$ cat config.mk
export PLATFORM = sky130hd
export DESIGN_NAME = telemetry_text_message_parser_core
export DESIGN_NICKNAME = d
export VERILOG_FILES = /design/src/hw/rtl/ttmp_pkg.sv /design/src/hw/rtl/telemetry_text_message_parser_core.sv /design/src/hw/rtl/ttmp_in_reg.sv /design/src/hw/rtl/ttmp_parser.sv /design/src/hw/rtl/ttmp_out_reg.sv
export SDC_FILE = /design/constraint.sdc
export NUM_CORES = 1
export LEC_CHECK = 0
export ABC_CLOCK_PERIOD_IN_PS = 8360
export BUFFER_PORTS_ARGS = -buffer_cell sky130_fd_sc_hd__buf_2
export CORE_MARGIN = 1.5
export CORE_UTILIZATION = 40
export CTS_CLUSTER_DIAMETER = 200
export CTS_CLUSTER_SIZE = 28
export DETAILED_ROUTE_END_ITERATION = 16
export HOLD_SLACK_MARGIN = 0.15
export PLACE_DENSITY = 0.64
export SYNTH_ARGS = -nofsm -noshare
export SYNTH_HDL_FRONTEND = slang
export SYNTH_SLANG_ARGS = --single-unit
$ cat constraint.sdc
create_clock -name clk -period 8.36 [get_ports clk]
set_clock_uncertainty 0.15 [all_clocks]
set_input_delay 0.418 -clock clk [delete_from_list [all_inputs] [get_ports clk]]
set_output_delay 0.418 -clock clk [all_outputs]
set_load 0.01 [all_outputs]
$ cat src/hw/rtl/ttmp_pkg.sv
`timescale 1ns / 1ps
`default_nettype none
// ----------------------------------------------------------------------------
// ttmp_pkg: shared definitions for the telemetry text message parser
// Character codes, message kinds, record layout, item and result types and
// the decimal accumulate helpers.
// ----------------------------------------------------------------------------
package ttmp_pkg;

  localparam int MESSAGE_CHARS_DEF = 24;

  // ASCII codes the classifier and field parsers look for.
  localparam logic [7:0] CH_LOWER_L = 8'h6C;  // 'l'
  localparam logic [7:0] CH_LOWER_K = 8'h6B;  // 'k'
  localparam logic [7:0] CH_UPPER_V = 8'h56;  // 'V'
  localparam logic [7:0] CH_UPPER_T = 8'h54;  // 'T'
  localparam logic [7:0] CH_UPPER_X = 8'h58;  // 'X'
  localparam logic [7:0] CH_UPPER_M = 8'h4D;  // 'M'
  localparam logic [7:0] CH_BAR     = 8'h7C;  // '|'
  localparam logic [7:0] CH_MINUS   = 8'h2D;  // '-'
  localparam logic [7:0] CH_ZERO    = 8'h30;  // '0'
  localparam logic [7:0] CH_NUL     = 8'h00;

  // Slots of the stored record.
  localparam int REC_BATTERY  = 0;
  localparam int REC_PITCH    = 1;
  localparam int REC_THROTTLE = 4;
  localparam int REC_DEPTH    = 5;

  typedef enum logic [2:0] {
    KIND_NONE     = 3'd0,
    KIND_LINK     = 3'd1,
    KIND_BATTERY  = 3'd2,
    KIND_ATTITUDE = 3'd3,
    KIND_THROTTLE = 3'd4
  } kind_t;

  typedef struct packed {
    logic [7:0] char_byte;
    logic       end_of_message;
  } item_t;

  typedef struct packed {
    kind_t              message_kind;
    logic               link_ready;
    logic [9:0]         battery_value;
    logic signed [15:0] pitch_value;
    logic signed [15:0] roll_value;
    logic signed [15:0] yaw_value;
    logic [15:0]        throttle_level;
  } result_t;

  // acc * 10 + (c - '0'), wrapped to 16 bits; any character counts as a digit.
  function automatic logic [15:0] add_digit(input logic [15:0] acc, input logic [7:0] c);
    add_digit = (acc << 3) + (acc << 1) + {8'd0, c} - {8'd0, CH_ZERO};
  endfunction

  function automatic logic [15:0] apply_sign(input logic [15:0] acc, input logic neg);
    apply_sign = neg ? (16'd0 - acc) : acc;
  endfunction

  // Attitude field index to angle slot; the unused code folds back to pitch.
  function automatic logic [1:0] field_slot(input logic [1:0] idx);
    field_slot = (idx == 2'd3) ? 2'd0 : idx;
  endfunction

endpackage
`default_nettype wire

$ cat src/hw/rtl/telemetry_text_message_parser_core.sv
`timescale 1ns / 1ps
`default_nettype none
// ----------------------------------------------------------------------------
// telemetry_text_message_parser_core: telemetry text message parser
// Parses character-serial telemetry messages into a kind and a stored record.
// ----------------------------------------------------------------------------
// The block takes one character item per clock cycle, with no gaps needed
// between items or messages. A character is held in the input register
// until the parser consumes it; the parser's state update is a single
// combinational pass into the message registers, and its result is loaded
// into the output register as the end-of-message item is consumed. Only
// the item that ends a message produces a result, and that result carries
// the message kind together with the full stored record. The input side
// stalls only when a finished result is still waiting at the output and
// the next item to be consumed also ends a message; characters that do
// not end a message keep flowing while a result waits.
module telemetry_text_message_parser_core #(
  parameter int MESSAGE_CHARS = ttmp_pkg::MESSAGE_CHARS_DEF
) (
  input  wire logic        clk,
  input  wire logic        rst_n,
  input  wire logic        in_valid,
  output logic             in_ready,
  input  wire logic [7:0]  in_char_byte,
  input  wire logic        in_end_of_message,
  output logic             out_valid,
  input  wire logic        out_ready,
  output logic [2:0]       out_message_kind,
  output logic             out_link_ready,
  output logic [9:0]       out_battery_value,
  output logic signed [15:0] out_pitch_value,
  output logic signed [15:0] out_roll_value,
  output logic signed [15:0] out_yaw_value,
  output logic [15:0]      out_throttle_level
);
  import ttmp_pkg::*;

  item_t   in_item;
  item_t   stage_item;
  logic    stage_valid;
  logic    take;
  logic    out_space;
  result_t parse_result;
  result_t out_result;

  assign in_item.char_byte      = in_char_byte;
  assign in_item.end_of_message = in_end_of_message;

  // A held character is consumed whenever its result, if it makes one,
  // has room in the output register.
  assign take = stage_valid && (!stage_item.end_of_message || out_space);

  ttmp_in_reg u_in_reg (
    .clk        (clk),
    .rst_n      (rst_n),
    .in_valid   (in_valid),
    .in_ready   (in_ready),
    .in_item    (in_item),
    .take       (take),
    .item_valid (stage_valid),
    .item       (stage_item)
  );

  ttmp_parser #(
    .MESSAGE_CHARS (MESSAGE_CHARS)
  ) u_parser (
    .clk    (clk),
    .rst_n  (rst_n),
    .fire   (take),
    .item   (stage_item),
    .result (parse_result)
  );

  ttmp_out_reg u_out_reg (
    .clk        (clk),
    .rst_n      (rst_n),
    .load       (take && stage_item.end_of_message),
    .result_in  (parse_result),
    .space      (out_space),
    .out_valid  (out_valid),
    .out_ready  (out_ready),
    .result_out (out_result)
  );

  assign out_message_kind   = out_result.message_kind;
  assign out_link_ready     = out_result.link_ready;
  assign out_battery_value  = out_result.battery_value;
  assign out_pitch_value    = out_result.pitch_value;
  assign out_roll_value     = out_result.roll_value;
  assign out_yaw_value      = out_result.yaw_value;
  assign out_throttle_level = out_result.throttle_level;

endmodule
`default_nettype wire

$ cat src/hw/rtl/ttmp_in_reg.sv
`timescale 1ns / 1ps
`default_nettype none
// ----------------------------------------------------------------------------
// ttmp_in_reg: input register
// Captures one character item and holds it until the parser consumes it.
// ----------------------------------------------------------------------------
module ttmp_in_reg (
  input  wire logic           clk,
  input  wire logic           rst_n,
  input  wire logic           in_valid,
  output logic                in_ready,
  input  wire ttmp_pkg::item_t in_item,
  input  wire logic           take,
  output logic                item_valid,
  output ttmp_pkg::item_t     item
);
  import ttmp_pkg::*;

  logic  valid_r;
  item_t item_r;

  assign in_ready   = !valid_r || take;
  assign item_valid = valid_r;
  assign item       = item_r;

  always_ff @(posedge clk) begin
    if (!rst_n) begin
      valid_r <= 1'b0;
    end else if (in_ready) begin
      valid_r <= in_valid;
    end
  end

  always_ff @(posedge clk) begin
    if (in_ready && in_valid) begin
      item_r <= in_item;
    end
  end

endmodule
`default_nettype wire

$ cat src/hw/rtl/ttmp_parser.sv
`timescale 1ns / 1ps
`default_nettype none
// ----------------------------------------------------------------------------
// ttmp_parser: message state and record
// Updates per-message state for each character and, on the last character,
// classifies the message, updates the record and forms the result.
// ----------------------------------------------------------------------------
module ttmp_parser #(
  parameter int MESSAGE_CHARS = ttmp_pkg::MESSAGE_CHARS_DEF
) (
  input  wire logic            clk,
  input  wire logic            rst_n,
  input  wire logic            fire,
  input  wire ttmp_pkg::item_t item,
  output ttmp_pkg::result_t    result
);
  import ttmp_pkg::*;

  localparam int PosW = $clog2(MESSAGE_CHARS + 1);

  logic [PosW-1:0] char_position_r, char_position_nxt;
  logic [7:0]      header_chars_r [4];
  logic [7:0]      header_chars_nxt [4];
  logic [1:0]      field_index_r, field_index_nxt;
  logic [15:0]     digit_accumulator_r, digit_accumulator_nxt;
  logic            negative_flag_r, negative_flag_nxt;
  logic            field_done_r, field_done_nxt;
  logic            field_fresh_r, field_fresh_nxt;
  logic [15:0]     stored_record_r [REC_DEPTH];
  logic [15:0]     stored_record_nxt [REC_DEPTH];
  logic            link_flag_r, link_flag_nxt;
  kind_t           kind;
  logic [7:0]      c;

  assign c = item.char_byte;

  always_comb begin
    char_position_nxt     = char_position_r;
    header_chars_nxt      = header_chars_r;
    field_index_nxt       = field_index_r;
    digit_accumulator_nxt = digit_accumulator_r;
    negative_flag_nxt     = negative_flag_r;
    field_done_nxt        = field_done_r;
    field_fresh_nxt       = field_fresh_r;
    stored_record_nxt     = stored_record_r;
    link_flag_nxt         = link_flag_r;
    kind                  = KIND_NONE;

    if (fire) begin
      // Character phase: only the first MESSAGE_CHARS characters count.
      if (char_position_r < PosW'(MESSAGE_CHARS)) begin
        if (char_position_r < PosW'(4)) begin
          header_chars_nxt[char_position_r[1:0]] = c;
        end
        if (header_chars_nxt[0] == CH_UPPER_M) begin
          if (char_position_r >= PosW'(1) && !field_done_r) begin
            if (field_fresh_r && c == CH_MINUS) begin
              negative_flag_nxt = 1'b1;
              field_fresh_nxt   = 1'b0;
            end else begin
              field_fresh_nxt = 1'b0;
              if (c == CH_BAR) begin
                for (int k = 0; k < 3; k++) begin
                  if (field_slot(field_index_r) == 2'(k)) begin
                    stored_record_nxt[REC_PITCH + k] =
                      apply_sign(digit_accumulator_r, negative_flag_r);
                  end
                end
                digit_accumulator_nxt = 16'd0;
                negative_flag_nxt     = 1'b0;
                field_fresh_nxt       = 1'b1;
                if (field_index_r >= 2'd2) begin
                  field_done_nxt = 1'b1;
                end else begin
                  field_index_nxt = field_index_r + 2'd1;
                end
              end else begin
                digit_accumulator_nxt = add_digit(digit_accumulator_r, c);
              end
            end
          end
        end else if (header_chars_nxt[0] == CH_UPPER_V && char_position_r >= PosW'(3)) begin
          if (header_chars_nxt[3] == CH_UPPER_T) begin
            if (char_position_r >= PosW'(4) && char_position_r <= PosW'(6)) begin
              digit_accumulator_nxt = add_digit(digit_accumulator_r, c);
            end
          end else if (header_chars_nxt[2] == CH_UPPER_X && !field_done_r) begin
            if (c == CH_BAR) begin
              stored_record_nxt[REC_THROTTLE] = digit_accumulator_r;
              field_done_nxt                  = 1'b1;
            end else begin
              digit_accumulator_nxt = add_digit(digit_accumulator_r, c);
            end
          end
        end
        char_position_nxt = char_position_r + PosW'(1);
      end

      // End of message: classify, close open fields, then clear.
      if (item.end_of_message) begin
        if (header_chars_nxt[0] == CH_LOWER_L && header_chars_nxt[3] == CH_LOWER_K) begin
          kind          = KIND_LINK;
          link_flag_nxt = 1'b1;
        end else if (header_chars_nxt[0] == CH_UPPER_V &&
                     header_chars_nxt[3] == CH_UPPER_T) begin
          kind = KIND_BATTERY;
          // Digit positions that never arrived read as the NUL character,
          // each one a v*10 - 48 step. One, two or three such steps are
          // folded into a single scale and offset.
          if (char_position_nxt <= PosW'(4)) begin
            digit_accumulator_nxt = digit_accumulator_nxt * 16'd1000 - 16'd5328;
          end else if (char_position_nxt == PosW'(5)) begin
            digit_accumulator_nxt = digit_accumulator_nxt * 16'd100 - 16'd528;
          end else if (char_position_nxt == PosW'(6)) begin
            digit_accumulator_nxt = digit_accumulator_nxt * 16'd10 - 16'd48;
          end
          stored_record_nxt[REC_BATTERY] = digit_accumulator_nxt;
        end else if (header_chars_nxt[0] == CH_UPPER_M) begin
          kind = KIND_ATTITUDE;
          if (!field_done_nxt) begin
            for (int k = 0; k < 3; k++) begin
              if (field_slot(field_index_nxt) == 2'(k)) begin
                stored_record_nxt[REC_PITCH + k] =
                  apply_sign(digit_accumulator_nxt, negative_flag_nxt);
              end else if (2'(k) > field_index_nxt) begin
                stored_record_nxt[REC_PITCH + k] = 16'd0;
              end
            end
          end
        end else if (header_chars_nxt[0] == CH_UPPER_V &&
                     header_chars_nxt[2] == CH_UPPER_X) begin
          kind = KIND_THROTTLE;
          if (!field_done_nxt) begin
            stored_record_nxt[REC_THROTTLE] = digit_accumulator_nxt;
          end
        end

        char_position_nxt     = '0;
        header_chars_nxt      = '{default: 8'd0};
        field_index_nxt       = 2'd0;
        digit_accumulator_nxt = 16'd0;
        negative_flag_nxt     = 1'b0;
        field_done_nxt        = 1'b0;
        field_fresh_nxt       = 1'b1;
      end
    end
  end

  assign result.message_kind   = kind;
  assign result.link_ready     = link_flag_nxt;
  assign result.battery_value  = stored_record_nxt[REC_BATTERY][9:0];
  assign result.pitch_value    = stored_record_nxt[REC_PITCH];
  assign result.roll_value     = stored_record_nxt[REC_PITCH + 1];
  assign result.yaw_value      = stored_record_nxt[REC_PITCH + 2];
  assign result.throttle_level = stored_record_nxt[REC_THROTTLE];

  always_ff @(posedge clk) begin
    if (!rst_n) begin
      char_position_r     <= '0;
      header_chars_r      <= '{default: 8'd0};
      field_index_r       <= 2'd0;
      digit_accumulator_r <= 16'd0;
      negative_flag_r     <= 1'b0;
      field_done_r        <= 1'b0;
      field_fresh_r       <= 1'b1;
      stored_record_r     <= '{default: 16'd0};
      link_flag_r         <= 1'b0;
    end else begin
      char_position_r     <= char_position_nxt;
      header_chars_r      <= header_chars_nxt;
      field_index_r       <= field_index_nxt;
      digit_accumulator_r <= digit_accumulator_nxt;
      negative_flag_r     <= negative_flag_nxt;
      field_done_r        <= field_done_nxt;
      field_fresh_r       <= field_fresh_nxt;
      stored_record_r     <= stored_record_nxt;
      link_flag_r         <= link_flag_nxt;
    end
  end

endmodule
`default_nettype wire

$ cat src/hw/rtl/ttmp_out_reg.sv
`timescale 1ns / 1ps
`default_nettype none
// ----------------------------------------------------------------------------
// ttmp_out_reg: result register
// Holds one finished result until the consumer takes it.
// ----------------------------------------------------------------------------
module ttmp_out_reg (
  input  wire logic              clk,
  input  wire logic              rst_n,
  input  wire logic              load,
  input  wire ttmp_pkg::result_t result_in,
  output logic                   space,
  output logic                   out_valid,
  input  wire logic              out_ready,
  output ttmp_pkg::result_t      result_out
);
  import ttmp_pkg::*;

  logic    valid_r;
  result_t result_r;

  assign space      = !valid_r || out_ready;
  assign out_valid  = valid_r;
  assign result_out = result_r;

  always_ff @(posedge clk) begin
    if (!rst_n) begin
      valid_r <= 1'b0;
    end else if (space) begin
      valid_r <= load;
    end
  end

  always_ff @(posedge clk) begin
    if (space && load) begin
      result_r <= result_in;
    end
  end

endmodule
`default_nettype wire

==> impl_metrics.ini <==
[synth]
async_flop_share_pct = 0
ys_warn_count = 0
syn_inst = 1384
synth.avg_cell_area_um2 = 9.25
synthTopCellsByArea = edfxtp_1, dfxtp_1, ha_1
synth_edf_count = 87
syn_nets = 1491
ys_seq_area_share_pct = 40.3
ys_types = 94
synth_top_cell_area_share_pct = 20.4
synth_flop_cell = dfxtp_1
synthesis.area_um2 = 12800
ys_ff_latch = 214
yosysTopAreaCell = edfxtp_1

[global_route]
antenna_found_initial = 0
use_met3_pct = 2.61
grtUsageTotal_pct = 22.6
grt_start_max_net_pins = 92
grt_pass1_wl_mm = 58.6
use_met2_pct = 38.2
grt_overflow = 0
grt-busiest-layer = met2
grt_use_met1_pct = 30.1
grt_pass1_vias = 10300

[worst_hold_path]
hold_end = u_parser.field_fresh_r$_SDFFE_PN1P_
hp-start = rst_n
whs_path_depth = 2
hold_path.class = in2reg

[cells_and_area]
area_growth_pct = 9.82
diodes = 0
fillers = 3121
fin_area_um2 = 14100
layout-drive-gt1-share_pct = 10.6
fin_nets = 1560
finalNonFillerCells = 1859
most-common-layout-cells = dfxtp_1, nor2_1, nand2_1
final_common_cell = dfxtp_1
final_core_util_pct = 44.6

[run_status]
status = complete, no violations

[route]
avgViaCountPerCell = 5.80
drt-total-wl_mm = 37.9
drc = 0
drtIter0Drc = 933
ant_nets = 0
wl_per_cell_um = 20.4
via_count = 10800
drtPass1Iterations = 5

[worst_setup_path]
critPathArrivalTime_ns = 7.08
crit_fanout = 14
reg2reg_to = u_parser.stored_record_r[73]$_SDFF_PN0_
r2r_slack_ns = 1.56
crit_slowest_cell = a41oi_1
reg2reg_depth = 23
critPathRequiredTime_ns = 8.64
end_kind = register
setup.worst_path.start_class = register
crit_chain = inv_1 > ha_1 > or4b_4 > a41oi_1 > nand2_1 > or2_1 > nor2_1 > nor2_2 > buf_4 > ha_1 > ha_1 > inv_1 > fa_1 > fa_1 > inv_1 > ha_1 > a21oi_1 > xnor2_1 > xnor2_1 > xnor2_1 > xnor2_1 > a311oi_1 > and2_1
worst-setup-path-type = reg2reg
timing.rr.start = u_parser.char_position_r[0]$_SDFFE_PN0P_
cpPeakStageDelay_ns = 0.94

[power_and_ir_drop]
power_density_nw_per_um2 = 130
peakVddDrop_mv = 0.173
p_leak_nw = 5.50
power.total_mw = 1.83

[placement]
io_buffers = 92
gp_congestion = 0.948
dp_cells = 1830
dp_hpwl_mm = 28.4
placed_area_um2 = 13600

[floorplanning]
coreArea_um2 = 31600
rows = 65
initial_core_util_pct = 40.6
die_w_um = 182
die_y_um = 182
die_area_um2 = 33100
num_io_pins = 93

[timing]
setup_viol = 0
worst_pin_slew_ns = 1.18
fin_setup_tns_ns = 0
hold_viol = 0
period_share_pct = 81.3
fin_crit_ns = 6.80
max-slew-margin-rel_pct = 20.0
fmax_mhz = 147
slew_violations = 0
rsz0062_at_grt = false

[cts]
htreeDepth = 1
cts_root_buffer = clkbuf_16
cts_tree = yes
cts.sinks = 214
cts_buffers = 11
clk_pin_slew_ns = 0.11
cts_buffer_depth = 3
clk-insertion-delay-late_ns = 0.50

[flow_run]
maxCapViolCount = 0
## report_power, final
group          internal [mW]  switching [mW]
sequential              1.10         0.00867
combinational         0.0430          0.0852
clock                  0.252           0.345
total                   1.39           0.439
## layout make-up
type                    count  area (um2)  area share (%)
flip-flops and latches    214        5150            36.7
multi-input cells        1025        7090            50.5
repair buffers            119         693            4.93
well taps                 402         503            3.58
inverters                  82         309            2.20
clock buffers              16         294            2.09
clock inverters             1        11.3          0.0801
## logic make-up after synthesis
family	synth area share [%]
buf+inv	4.33
flops	40.3
simple gates	19.1
compound gates	20.9
mux	0.323
xor+xnor	5.26
fa+ha+maj	9.89
## stage by stage
stage	worst slack (ns)	hold WS [ns]
floorplan	2.16	0.323
global placement	1.71	0.330
finish	1.56	0.288
global route	1.17	0.328
CTS	1.60	0.283
detailed placement	1.66	0.341
## worst max-delay path: cells and delay by family (launching register included)
| kind | cells | cell delay [ns] |
|---|---|---|
| xor+xnor | 4 | 0.55 |
| flops | 1 | 0.44 |
| simple gates | 6 | 1.60 |
| fa+ha+maj | 6 | 2.17 |
| buf+inv | 4 | 0.43 |
| compound gates | 3 | 1.41 |
## what timing repair did
| action | CTS | global route |
|---|---|---|
| hold endpoints to repair | 11 | 0 |
| setup buffers | 0 | 0 |
| hold buffers | 12 | 0 |
| resized for setup | 0 | 0 |
## per-layer routing
| metal | up-vias | part of all wire [%] |
|---|---|---|
| met1 | 5258 | 45 |
| met4 | 0 | 3.4 |
| met2 | 315 | 47 |
| met5 | - | 0 |
| li1 | 5148 | - |
| met3 | 61 | 4.4 |
## flip-flops by register name, summed over array words and instances, names as in the netlist
register / cells
u_parser.field_done_r: 1
u_out_reg.out_valid: 1
u_parser.link_flag_r: 1
u_parser.header_chars_r: 24
u_parser.stored_record_r: 74
u_parser.negative_flag_r: 1
u_out_reg.result_out: 78
u_parser.digit_accumulator_r: 16
u_parser.field_index_r: 2
u_parser.field_fresh_r: 1
u_in_reg.item_valid: 1
u_in_reg.item: 9
u_parser.char_position_r: 5
## cell usage after synthesis, drive strengths merged (6+ instances only)
cell type / count
dfxtp: 127
nor2: 100
nand2: 98
and2: 89
edfxtp: 87
o21ai: 87
a21oi: 84
ha: 82
inv: 82
xnor2: 59
clkbuf: 55
a22oi: 54
nor2b: 44
o22ai: 32
a21o: 18
nand3: 18
nor3: 18
xor2: 17
a211oi: 13
nor4: 13
and3: 12
fa: 12
o21a: 12
nand4: 9
o211ai: 9
o31ai: 9
buf: 8
nand2b: 8
or2: 7
or4: 7
a211o: 6
a41oi: 6
## worst max-delay path by stage
stage	from	endpoint	slack (ns)
2_1_floorplan	u_parser.char_position_r[0]$_SDFFE_PN0P_	u_parser.stored_record_r[73]$_SDFF_PN0_	2.16
3_3_place_gp	u_parser.char_position_r[0]$_SDFFE_PN0P_	u_parser.stored_record_r[73]$_SDFF_PN0_	1.71
3_5_place_dp	u_parser.char_position_r[0]$_SDFFE_PN0P_	u_parser.stored_record_r[73]$_SDFF_PN0_	1.66
4_1_cts	u_parser.char_position_r[0]$_SDFFE_PN0P_	u_parser.stored_record_r[73]$_SDFF_PN0_	1.60
5_1_grt	u_parser.char_position_r[0]$_SDFFE_PN0P_	u_parser.stored_record_r[73]$_SDFF_PN0_	1.17
6_report	u_parser.char_position_r[0]$_SDFFE_PN0P_	u_parser.stored_record_r[73]$_SDFF_PN0_	1.56
(Power assumes the default switching activity.)
